File: src/bftt_pkg.sv
// shared types and constants for the bidirectional flow table tracker
package bftt_pkg;

	localparam int DEF_FLOW_SLOTS = 32;

	localparam logic [7:0]  RST_EXPORT_COUNT  = 8'd8;
	localparam logic [15:0] RST_IDLE_TIMEOUT  = 16'd30;
	localparam logic [15:0] RST_REPORT_PERIOD = 16'd10;

	localparam logic [1:0] REG_EXPORT_COUNT  = 2'd0;
	localparam logic [1:0] REG_IDLE_TIMEOUT  = 2'd1;
	localparam logic [1:0] REG_REPORT_PERIOD = 2'd2;

	localparam logic [7:0]  PROTO_TCP      = 8'd6;
	localparam logic [7:0]  PROTO_UDP      = 8'd17;
	localparam logic [3:0]  IP_VERSION_4   = 4'd4;
	localparam logic [3:0]  MIN_HDR_WORDS  = 4'd5;
	localparam logic [15:0] MIN_FRAME_LEN  = 16'd34;
	localparam logic [15:0] ETH_HDR_LEN    = 16'd14;
	localparam logic [15:0] TCP_HDR_LEN    = 16'd20;
	localparam logic [15:0] UDP_HDR_LEN    = 16'd8;
	localparam logic [47:0] BYTE_MAX       = 48'hFFFF_FFFF_FFFF;
	// slot field of results that concern no flow slot
	localparam logic [5:0]  NO_SLOT        = 6'h3F;

	typedef enum logic [2:0] {
		EV_COUNTED = 3'd0,
		EV_MALFORMED = 3'd1,
		EV_TABLE_FULL = 3'd2,
		EV_COUNT_EXPORT = 3'd3,
		EV_TIMEOUT_EXPORT = 3'd4,
		EV_SILENT_EVICT = 3'd5,
		EV_REPORT = 3'd6,
		EV_TICK_IDLE = 3'd7
	} event_t;

	typedef struct packed {
		logic        valid;
		logic [31:0] src_addr;
		logic [31:0] dst_addr;
		logic [31:0] ports;
		logic [7:0]  protocol;
		logic [7:0]  tally;
		logic        exported;
		logic [31:0] created;
		logic [31:0] seen;
	} entry_t;

	typedef struct packed {
		event_t      kind;
		logic        last;
		logic [5:0]  slot;
		logic [31:0] src_addr;
		logic [31:0] dst_addr;
		logic [15:0] from_port;
		logic [15:0] to_port;
		logic [7:0]  protocol;
		logic [7:0]  packets;
		logic [31:0] start;
		logic [47:0] bytes;
	} result_t;

endpackage

File: src/bftt_cell.sv
// one flow table slot in the rotating ring of slots
module bftt_cell (
	input  logic                 clk,
	input  logic                 arst_n,
	input  logic                 shift,
	input  bftt_pkg::entry_t     d,
	output bftt_pkg::entry_t     q
);
	import bftt_pkg::*;

	logic   valid_q;
	entry_t data_q;

	always_ff @(posedge clk or negedge arst_n) begin
		if (!arst_n) begin
			valid_q <= 1'b0;
		end else if (shift) begin
			valid_q <= d.valid;
		end
	end

	always_ff @(posedge clk) begin
		if (shift) begin
			data_q <= d;
		end
	end

	always_comb begin
		q = data_q;
		q.valid = valid_q;
	end

endmodule

File: src/bidirectional_flow_table_tracker.sv
// top level: flow table controller over a ring of slot cells
// Usage: one input channel (in_valid/in_ready) carries packet headers and
// one-second ticks; one output channel (out_valid/out_ready) carries result
// transactions, the last of each input item flagged by last_of_run.
// The slots sit in a ring of FLOW_SLOTS cells; in search, update and tick passes
// it rotates one place a cycle and the controller works on the slot at its head.
// A packet is handled in a check, one full rotation to search for a matching
// and a free slot, a decide step and a second rotation to update the chosen slot.
// Malformed packets and table-full packets finish after the check or search.
// A tick runs a bit-serial remainder of the second count by the report period,
// one rotation over the slots to evict idle flows, and then its final results.
// One item is in work at a time; in_ready is high only between items.
// Results go through one output register; when out_ready is low and a result is
// pending, the update and tick rotations stop until the pending result is taken.
// Reset empties the table, clears the second counter and byte count and
// loads default register values; configuration writes take effect at once.
module bidirectional_flow_table_tracker #(
	parameter int FLOW_SLOTS = bftt_pkg::DEF_FLOW_SLOTS
) (
	input  logic         clk,
	input  logic         arst_n,
	input  logic         cfg_wr_en,
	input  logic [1:0]   cfg_index,
	input  logic [15:0]  cfg_data,
	input  logic         in_valid,
	output logic         in_ready,
	input  logic         req_type,
	input  logic [15:0]  frame_len,
	input  logic [3:0]   ip_version,
	input  logic [3:0]   ip_hdr_words,
	input  logic [7:0]   ip_protocol,
	input  logic [31:0]  src_addr,
	input  logic [31:0]  dst_addr,
	input  logic [15:0]  l4_src_port,
	input  logic [15:0]  l4_dst_port,
	output logic         out_valid,
	input  logic         out_ready,
	output logic [2:0]   event_kind,
	output logic         last_of_run,
	output logic [5:0]   slot_index,
	output logic [31:0]  flow_src_addr,
	output logic [31:0]  flow_dst_addr,
	output logic [15:0]  flow_src_port,
	output logic [15:0]  flow_dst_port,
	output logic [7:0]   flow_protocol,
	output logic [7:0]   flow_packets,
	output logic [31:0]  flow_start_second,
	output logic [47:0]  interval_bytes
);
	import bftt_pkg::*;

	localparam int SW = (FLOW_SLOTS > 1) ? $clog2(FLOW_SLOTS) : 1;
	localparam logic [SW-1:0] LAST_SLOT = SW'(FLOW_SLOTS - 1);

	typedef enum logic [2:0] {
		S_IDLE, S_CHECK, S_SCAN, S_DECIDE, S_UPDATE, S_DIV, S_TICK, S_TEND
	} state_t;

	state_t      state_q;
	logic [7:0]  export_count_q;
	logic [15:0] idle_timeout_q;
	logic [15:0] report_period_q;
	logic [31:0] now_q;
	logic [47:0] bytes_q;

	logic        bad_q;
	logic [7:0]  proto_q;
	logic [31:0] sa_q;
	logic [31:0] da_q;
	logic [15:0] sp_q;
	logic [15:0] dp_q;

	logic [SW-1:0] cnt_q;
	logic          found_q;
	logic [SW-1:0] found_slot_q;
	logic          free_q;
	logic [SW-1:0] free_slot_q;
	logic          alloc_q;
	logic [SW-1:0] target_q;

	logic [4:0]  div_cnt_q;
	logic [31:0] div_q;
	logic [15:0] rem_q;

	logic        pend_v_q;
	result_t     pend_q;

	logic        out_valid_q;
	result_t     out_q;

	entry_t      ring_q [FLOW_SLOTS];
	entry_t      head;
	entry_t      wb;
	entry_t      upd;
	logic        shift;
	logic        emit;
	result_t     emit_res;
	logic        can_emit;
	logic        match;
	logic        evict;
	logic        do_report;
	logic [7:0]  tally0;
	logic [7:0]  tally1;
	logic        export_now;
	logic [16:0] div_trial;
	logic [47:0] byte_sum;
	logic [15:0] minlen;
	logic        pkt_bad;
	logic        is_l4;
	result_t     evict_res;

	genvar gi;
	generate
		for (gi = 0; gi < FLOW_SLOTS; gi++) begin : g_ring
			if (gi == FLOW_SLOTS - 1) begin : g_tail
				bftt_cell u_cell (.clk(clk), .arst_n(arst_n), .shift(shift),
					.d(wb), .q(ring_q[gi]));
			end else begin : g_mid
				bftt_cell u_cell (.clk(clk), .arst_n(arst_n), .shift(shift),
					.d(ring_q[gi+1]), .q(ring_q[gi]));
			end
		end
	endgenerate

	assign head = ring_q[0];
	assign can_emit = !out_valid_q || out_ready;
	assign in_ready = (state_q == S_IDLE);
	assign do_report = (report_period_q == 16'd0) || (rem_q == 16'd0);

	always_comb begin
		minlen = ETH_HDR_LEN + {10'd0, ip_hdr_words, 2'b00};
		is_l4 = (ip_protocol == PROTO_TCP) || (ip_protocol == PROTO_UDP);
		pkt_bad = (frame_len < MIN_FRAME_LEN) || (ip_version != IP_VERSION_4) ||
			(ip_hdr_words < MIN_HDR_WORDS) || (frame_len < minlen) ||
			((ip_protocol == PROTO_TCP) && (frame_len < minlen + TCP_HDR_LEN)) ||
			((ip_protocol == PROTO_UDP) && (frame_len < minlen + UDP_HDR_LEN));
		byte_sum = bytes_q + {32'd0, frame_len};
		if (byte_sum < bytes_q) begin
			byte_sum = BYTE_MAX;
		end
		div_trial = {rem_q, div_q[31]};
	end

	always_comb begin
		match = head.valid && (head.protocol == proto_q) &&
			((head.src_addr == sa_q && head.dst_addr == da_q &&
			  head.ports == {sp_q, dp_q}) ||
			 (head.src_addr == da_q && head.dst_addr == sa_q &&
			  head.ports == {dp_q, sp_q}));
		evict = head.valid && ((now_q - head.seen) > {16'd0, idle_timeout_q});

		upd = head;
		if (alloc_q) begin
			upd.valid = 1'b1;
			upd.src_addr = sa_q;
			upd.dst_addr = da_q;
			upd.ports = {sp_q, dp_q};
			upd.protocol = proto_q;
			upd.exported = 1'b0;
			upd.created = now_q;
		end
		tally0 = alloc_q ? 8'd0 : head.tally;
		tally1 = (tally0 < export_count_q) ? tally0 + 8'd1 : tally0;
		export_now = !upd.exported && (tally1 >= export_count_q);
		upd.tally = tally1;
		upd.seen = now_q;
		if (export_now) begin
			upd.exported = 1'b1;
		end

		evict_res = '0;
		evict_res.kind = head.exported ? EV_SILENT_EVICT : EV_TIMEOUT_EXPORT;
		evict_res.slot = 6'(cnt_q);
		evict_res.src_addr = head.src_addr;
		evict_res.dst_addr = head.dst_addr;
		evict_res.from_port = head.ports[31:16];
		evict_res.to_port = head.ports[15:0];
		evict_res.protocol = head.protocol;
		evict_res.packets = head.tally;
		evict_res.start = head.created;

		wb = head;
		shift = 1'b0;
		emit = 1'b0;
		emit_res = '0;
		unique case (state_q)
			S_CHECK: begin
				if (bad_q) begin
					emit = can_emit;
					emit_res.kind = EV_MALFORMED;
					emit_res.last = 1'b1;
					emit_res.slot = NO_SLOT;
				end
			end
			S_SCAN: begin
				shift = 1'b1;
			end
			S_DECIDE: begin
				if (!found_q && !free_q) begin
					emit = can_emit;
					emit_res.kind = EV_TABLE_FULL;
					emit_res.last = 1'b1;
					emit_res.slot = NO_SLOT;
					emit_res.src_addr = sa_q;
					emit_res.dst_addr = da_q;
					emit_res.from_port = sp_q;
					emit_res.to_port = dp_q;
					emit_res.protocol = proto_q;
				end
			end
			S_UPDATE: begin
				shift = can_emit;
				if (cnt_q == target_q) begin
					wb = upd;
					emit = can_emit;
					emit_res.kind = export_now ? EV_COUNT_EXPORT : EV_COUNTED;
					emit_res.last = 1'b1;
					emit_res.slot = 6'(cnt_q);
					emit_res.src_addr = upd.src_addr;
					emit_res.dst_addr = upd.dst_addr;
					emit_res.from_port = upd.ports[31:16];
					emit_res.to_port = upd.ports[15:0];
					emit_res.protocol = upd.protocol;
					emit_res.packets = upd.tally;
					emit_res.start = upd.created;
				end
			end
			S_TICK: begin
				shift = can_emit;
				if (evict) begin
					wb.valid = 1'b0;
					if (pend_v_q) begin
						emit = can_emit;
						emit_res = pend_q;
					end
				end
			end
			S_TEND: begin
				emit = can_emit;
				if (pend_v_q) begin
					emit_res = pend_q;
					emit_res.last = !do_report;
				end else if (do_report) begin
					emit_res.kind = EV_REPORT;
					emit_res.last = 1'b1;
					emit_res.slot = NO_SLOT;
					emit_res.bytes = bytes_q;
				end else begin
					emit_res.kind = EV_TICK_IDLE;
					emit_res.last = 1'b1;
					emit_res.slot = NO_SLOT;
				end
			end
			default: begin
			end
		endcase
	end

	always_ff @(posedge clk or negedge arst_n) begin
		if (!arst_n) begin
			export_count_q <= RST_EXPORT_COUNT;
			idle_timeout_q <= RST_IDLE_TIMEOUT;
			report_period_q <= RST_REPORT_PERIOD;
		end else if (cfg_wr_en) begin
			unique case (cfg_index)
				REG_EXPORT_COUNT:  export_count_q <= cfg_data[7:0];
				REG_IDLE_TIMEOUT:  idle_timeout_q <= cfg_data;
				REG_REPORT_PERIOD: report_period_q <= cfg_data;
				default: begin
				end
			endcase
		end
	end

	always_ff @(posedge clk or negedge arst_n) begin
		if (!arst_n) begin
			out_valid_q <= 1'b0;
		end else if (emit) begin
			out_valid_q <= 1'b1;
		end else if (out_ready) begin
			out_valid_q <= 1'b0;
		end
	end

	always_ff @(posedge clk) begin
		if (emit) begin
			out_q <= emit_res;
		end
	end

	always_ff @(posedge clk or negedge arst_n) begin
		if (!arst_n) begin
			state_q <= S_IDLE;
			now_q <= '0;
			bytes_q <= '0;
			pend_v_q <= 1'b0;
			cnt_q <= '0;
		end else begin
			unique case (state_q)
				S_IDLE: begin
					cnt_q <= '0;
					pend_v_q <= 1'b0;
					if (in_valid) begin
						if (req_type) begin
							now_q <= now_q + 32'd1;
							state_q <= S_DIV;
						end else begin
							bytes_q <= byte_sum;
							state_q <= S_CHECK;
						end
					end
				end
				S_CHECK: begin
					if (!bad_q) begin
						state_q <= S_SCAN;
					end else if (can_emit) begin
						state_q <= S_IDLE;
					end
				end
				S_SCAN: begin
					cnt_q <= cnt_q + SW'(1);
					if (cnt_q == LAST_SLOT) begin
						cnt_q <= '0;
						state_q <= S_DECIDE;
					end
				end
				S_DECIDE: begin
					if (found_q || free_q) begin
						state_q <= S_UPDATE;
					end else if (can_emit) begin
						state_q <= S_IDLE;
					end
				end
				S_UPDATE: begin
					if (can_emit) begin
						cnt_q <= cnt_q + SW'(1);
						if (cnt_q == LAST_SLOT) begin
							cnt_q <= '0;
							state_q <= S_IDLE;
						end
					end
				end
				S_DIV: begin
					if (div_cnt_q == 5'd31) begin
						state_q <= S_TICK;
					end
				end
				S_TICK: begin
					if (can_emit) begin
						if (evict) begin
							pend_v_q <= 1'b1;
						end
						cnt_q <= cnt_q + SW'(1);
						if (cnt_q == LAST_SLOT) begin
							cnt_q <= '0;
							state_q <= S_TEND;
						end
					end
				end
				S_TEND: begin
					if (can_emit) begin
						if (pend_v_q) begin
							pend_v_q <= 1'b0;
							if (!do_report) begin
								state_q <= S_IDLE;
							end
						end else begin
							if (do_report) begin
								bytes_q <= '0;
							end
							state_q <= S_IDLE;
						end
					end
				end
				default: begin
					state_q <= S_IDLE;
				end
			endcase
		end
	end

	always_ff @(posedge clk) begin
		if (state_q == S_IDLE && in_valid) begin
			bad_q <= pkt_bad;
			proto_q <= ip_protocol;
			sa_q <= src_addr;
			da_q <= dst_addr;
			sp_q <= is_l4 ? l4_src_port : 16'd0;
			dp_q <= is_l4 ? l4_dst_port : 16'd0;
			found_q <= 1'b0;
			free_q <= 1'b0;
			div_cnt_q <= '0;
			div_q <= now_q + 32'd1;
			rem_q <= '0;
		end
		if (state_q == S_SCAN) begin
			if (match && !found_q) begin
				found_q <= 1'b1;
				found_slot_q <= cnt_q;
			end
			if (!head.valid && !free_q) begin
				free_q <= 1'b1;
				free_slot_q <= cnt_q;
			end
		end
		if (state_q == S_DECIDE) begin
			alloc_q <= !found_q;
			target_q <= found_q ? found_slot_q : free_slot_q;
		end
		if (state_q == S_DIV) begin
			div_cnt_q <= div_cnt_q + 5'd1;
			div_q <= {div_q[30:0], 1'b0};
			if (div_trial >= {1'b0, report_period_q}) begin
				rem_q <= 16'(div_trial - {1'b0, report_period_q});
			end else begin
				rem_q <= div_trial[15:0];
			end
		end
		if (state_q == S_TICK && can_emit && evict) begin
			pend_q <= evict_res;
		end
	end

	assign out_valid = out_valid_q;
	assign event_kind = out_q.kind;
	assign last_of_run = out_q.last;
	assign slot_index = out_q.slot;
	assign flow_src_addr = out_q.src_addr;
	assign flow_dst_addr = out_q.dst_addr;
	assign flow_src_port = out_q.from_port;
	assign flow_dst_port = out_q.to_port;
	assign flow_protocol = out_q.protocol;
	assign flow_packets = out_q.packets;
	assign flow_start_second = out_q.start;
	assign interval_bytes = out_q.bytes;

endmodule
File: config.mk
export PLATFORM = sky130hd
export DESIGN_NAME = bidirectional_flow_table_tracker
export DESIGN_NICKNAME = d
export VERILOG_FILES = /design/src/bftt_pkg.sv /design/src/bftt_cell.sv /design/src/bidirectional_flow_table_tracker.sv
export SDC_FILE = /design/constraint.sdc
export NUM_CORES = 2
export LEC_CHECK = 0
export ABC_AREA = 1
export ABC_CLOCK_PERIOD_IN_PS = 187100
export BUFFER_PORTS_ARGS = -buffer_cell sky130_fd_sc_hd__buf_2
export CAP_MARGIN = 20
export CORE_MARGIN = 10
export CORE_UTILIZATION = 50
export DETAILED_ROUTE_END_ITERATION = 7
export PLACE_DENSITY_LB_ADDON = 0.25
export SLEW_MARGIN = 10
export SYNTH_ARGS = -nofsm -noshare
export SYNTH_HDL_FRONTEND = slang
export SYNTH_SLANG_ARGS = --single-unit
File: constraint.sdc
create_clock -name clk -period 187.1 [get_ports clk]
set_clock_uncertainty 0.15 [all_clocks]
set_input_delay 28.065 -clock clk [delete_from_list [all_inputs] [get_ports clk]]
set_output_delay 28.065 -clock clk [all_outputs]
set_load 0.02 [all_outputs]
==> results.md <==
- Outcome: finished, final reports clean
- Leak: 83.4 nW
- Minimum clock period: between 30000 and 40000 ps
- Post-route ant nets: 0
- Power Dens Cells: 20.1 nW/µm²
- Resize count post-CTS: 0
- Placer Congestion: a little under 0.9
- Syn Nets: around 11000
- Area contributors post-synth: edfxtp_1 (89%), nand2_1 (2.4%), dfrtp_1 (1.9%)
- M1 GR Usage: 0.245
- Crit path largest cell delay: 960 ps
- Crit. Startpoint: out_ready
- Share of layout cells above drive strength 1: 0.117
- CP Class: input pin to flip-flop
- Leading area contributor after synthesis: edfxtp_1
- Post-route setup TNS: 0 ps
- Top Usage Layer GRT: met2
- Gr usage total: 0.165
- Reg-to-Reg End: g_ring[10].g_mid.u_cell.q[166]
- Synthesized area: around 210000 µm²
- Sw Pwr: 1.32 mW
- Placed Cells: about 16000
- NumNets Final: between 10000 and 15000
- Fin cells: 17115
- Async S/R FF share, synth: 0.0255
- Total power draw: about 4.8 mW
- CP arrival: 35640 ps
- DP Wirelength: 225000 µm
- Most used cell, CP: buf_4
- Worst-Skew Late Latency: 1050 ps
- Critical path capture point type: flip-flop
- Die Span Y: 667 µm
- DRT iter0 DRCs: 9846
- DRT Wirelength: approximately 380000 µm
- Synth Area per Inst: between 20 and 25 µm²
- CTS clk-pin slew, worst paths: approximately 60 ps
- Worst Path Max Fanout: ~170
- Sequential share of power: 0.616
- Crit-path slowest cell: buf_4
- Synth top area share: 0.888
- Worst EP required: ~190000 ps
- Register area share after synthesis: 0.907
- Relative max-transition margin: 0.157
- R2R depth: 12
- Layout area overhead: 13.7%
- YS warnings: 0
- Net Sw Frac: 0.276
- Fill cell count: between 30000 and 40000
- Worst path top cell family by delay: buffers and inverters
- Top_reg_cell synth: edfxtp_1
- Max_cap viols: 0
- Synth cell count leaders: edfxtp_1 (6189), nand2_1 (1329), inv_1 (572)
- H-tree levels: 6
- EDFF count, synth: 6189
- DRC errors left: 0
- Buffers from clock root to sink, at most: 4
- Final core area utilization: 0.571
- Vias/cell: slightly above 5
- FF+latch area: between 150000 and 200000 µm²
- Largest net degree at the start of global routing: between 200 and 250
- Top Ports: roughly 360
- Buffer count from post-CTS setup fixing: 0
- Final setup viols: 0
- Cts hold-fix bufs: 0
- CTS Sinks: between 6000 and 7000
- Reg-to-reg critical path startpoint: out_valid
- Synthesis-stage register bit count: between 6000 and 7000
- Worst slew pin tran: 1250 ps
- P_int: around 3.5 mW
- Multi-input logic area: roughly 17000 µm²
- Met2 global-route usage: 0.256
- Clock Root Buffer: clkbuf_16
- Initial Utilization: 0.502
- Vias in the first global route: about 86000
- Most frequent cell after synthesis: edfxtp_1
- Setup crit end: g_ring[10].g_mid.u_cell.q[166]
- Worst path bufs/invs: 8
- Chip width: approximately 670 µm
- Drt wl/cell: ~22 µm
- Peak VDD IR: 0.0197 mV
- Post-Synthesis Cells: roughly 10000
- Count of pins over their slew limit: 0
- Worst hold-check path type: flip-flop to flip-flop
- Crit path depth: 12
- Initial antenna violation count: 19
- Count of final hold-check violations: 0
- Site Rows: 237
- Gate power share: 0.138
- RSZ-0062 raised after global routing: false
- Count of different cell masters after synthesis: 58
- CTS tree: done
- CP startpoint kind: input pin
- R2R Setup Slk: 178590 ps
- Port bufs: between 300 and 400
- CTS Buf Count: just over 600
- Final period util: 0.188
- Core Region: roughly 420000 µm²
- Post-route design area: roughly 240000 µm²
- Die area: about 450000 µm²
- Drt pass-1 iters: 6
- Crit-path cells: buf_2 -> nor2_1 -> nand2_1 -> nand2_1 -> nor2_4 -> buf_12 -> buf_4 -> buf_4 -> buf_4 -> buf_4 -> buf_4 -> buf_4
- Global route overflow: 0
- Global routing usage on met3: 0.0276
- Clock power share: 0.247
- DP Area: roughly 220000 µm²
- Vias: ~88000
- Fmax: 28.4 MHz
- Global-route wire length before repair: between 500000 and 600000 µm
-- worst register-to-register path, stage by stage, from the launching register on --
cell     delay, ps
dfrtp_1        460
inv_1           90
nor2_1         100
nand2_1         80
nand2_1        140
nor2_4         540
buf_12         680
buf_4         1020
buf_4          890
buf_4          850
buf_4          990
buf_4         1040
buf_4         1020
-- flip-flops by register name (all words and copies together), names as in the netlist, 32 cells and up --
register and flops:
flow_start_second 32, g_ring.g_tail.u_cell.q 177, div_q 32, bytes_q 48, pend_q 150, sa_q 32
flow_dst_addr 32, g_ring.g_mid.u_cell.q 5487, da_q 32, now_q 32, interval_bytes 48, flow_src_addr 32
-- layout by cell type (no fill, tap or decap), types with 155 or more instances in the layout --
cell type | synthesis | final
buf_2 | 18 | 354
clkbuf_16 | 0 | 628
dfrtp_1 | 155 | 155
edfxtp_1 | 6189 | 6189
inv_1 | 572 | 569
nand2_1 | 1329 | 1326
nand3_1 | 213 | 213
nor2_1 | 284 | 280
o21ai_0 | 333 | 332
xor2_1 | 227 | 227
-- per-layer routing --
layer | part of all wire | up-vias
met3 | 0.057 | 621
met1 | 0.45 | 44872
met5 | 0.000035 | -
met4 | 0.028 | 2
li1 | - | 40345
met2 | 0.47 | 2605
-- worst min-delay path by stage --
stage / endpoint / startpoint / cells past startpoint
after floorplan: g_ring[0].g_mid.u_cell.q[0] / g_ring[1].g_mid.u_cell.q[0] / 0
after global placement: g_ring[15].g_mid.u_cell.q[166] / g_ring[16].g_mid.u_cell.q[166] / 0
after detailed placement: g_ring[0].g_mid.u_cell.q[116] / g_ring[1].g_mid.u_cell.q[116] / 0
after CTS: g_ring[18].g_mid.u_cell.q[8] / g_ring[19].g_mid.u_cell.q[8] / 0
after global routing: g_ring[18].g_mid.u_cell.q[8] / g_ring[19].g_mid.u_cell.q[8] / 0
final: g_ring[18].g_mid.u_cell.q[8] / g_ring[19].g_mid.u_cell.q[8] / 0
-- power groups by stage --
stage | clock (mW) | sequential (mW) | combinational, mW
3_3_place_gp | 0 | 2.96 | 0.646
3_5_place_dp | 0 | 2.96 | 0.669
5_1_grt | 1.28 | 3.03 | 0.735
4_1_cts | 1.22 | 2.97 | 0.666
6_report | 1.18 | 2.95 | 0.661
2_1_floorplan | 0 | 5.71 | 0.433
-- layout make-up --
cell class,instances,share of cell area
clock inverters,336,0.0135
clock buffers,765,0.0684
inverters,582,0.00928
flip-flops and latches,6354,0.798
repair buffers,457,0.0117
well taps,5497,0.0289
diodes,4,0.0000421
multi-input cells,3120,0.0699
-- stage by stage --
stage,worst slack [ps],hold WS (ps)
CTS,152060,216
finish,151930,223
floorplan,85050,250
detailed placement,150840,255
global route,151410,233
global placement,151200,250
-- logic make-up after synthesis --
group	Yosys count	synth area share
flops	6354	0.907
simple gates	2016	0.0397
xor+xnor	254	0.0106
buf+inv	734	0.0136
compound gates	697	0.0196
fa+ha+maj	153	0.00925
(Power assumes the default switching activity.)
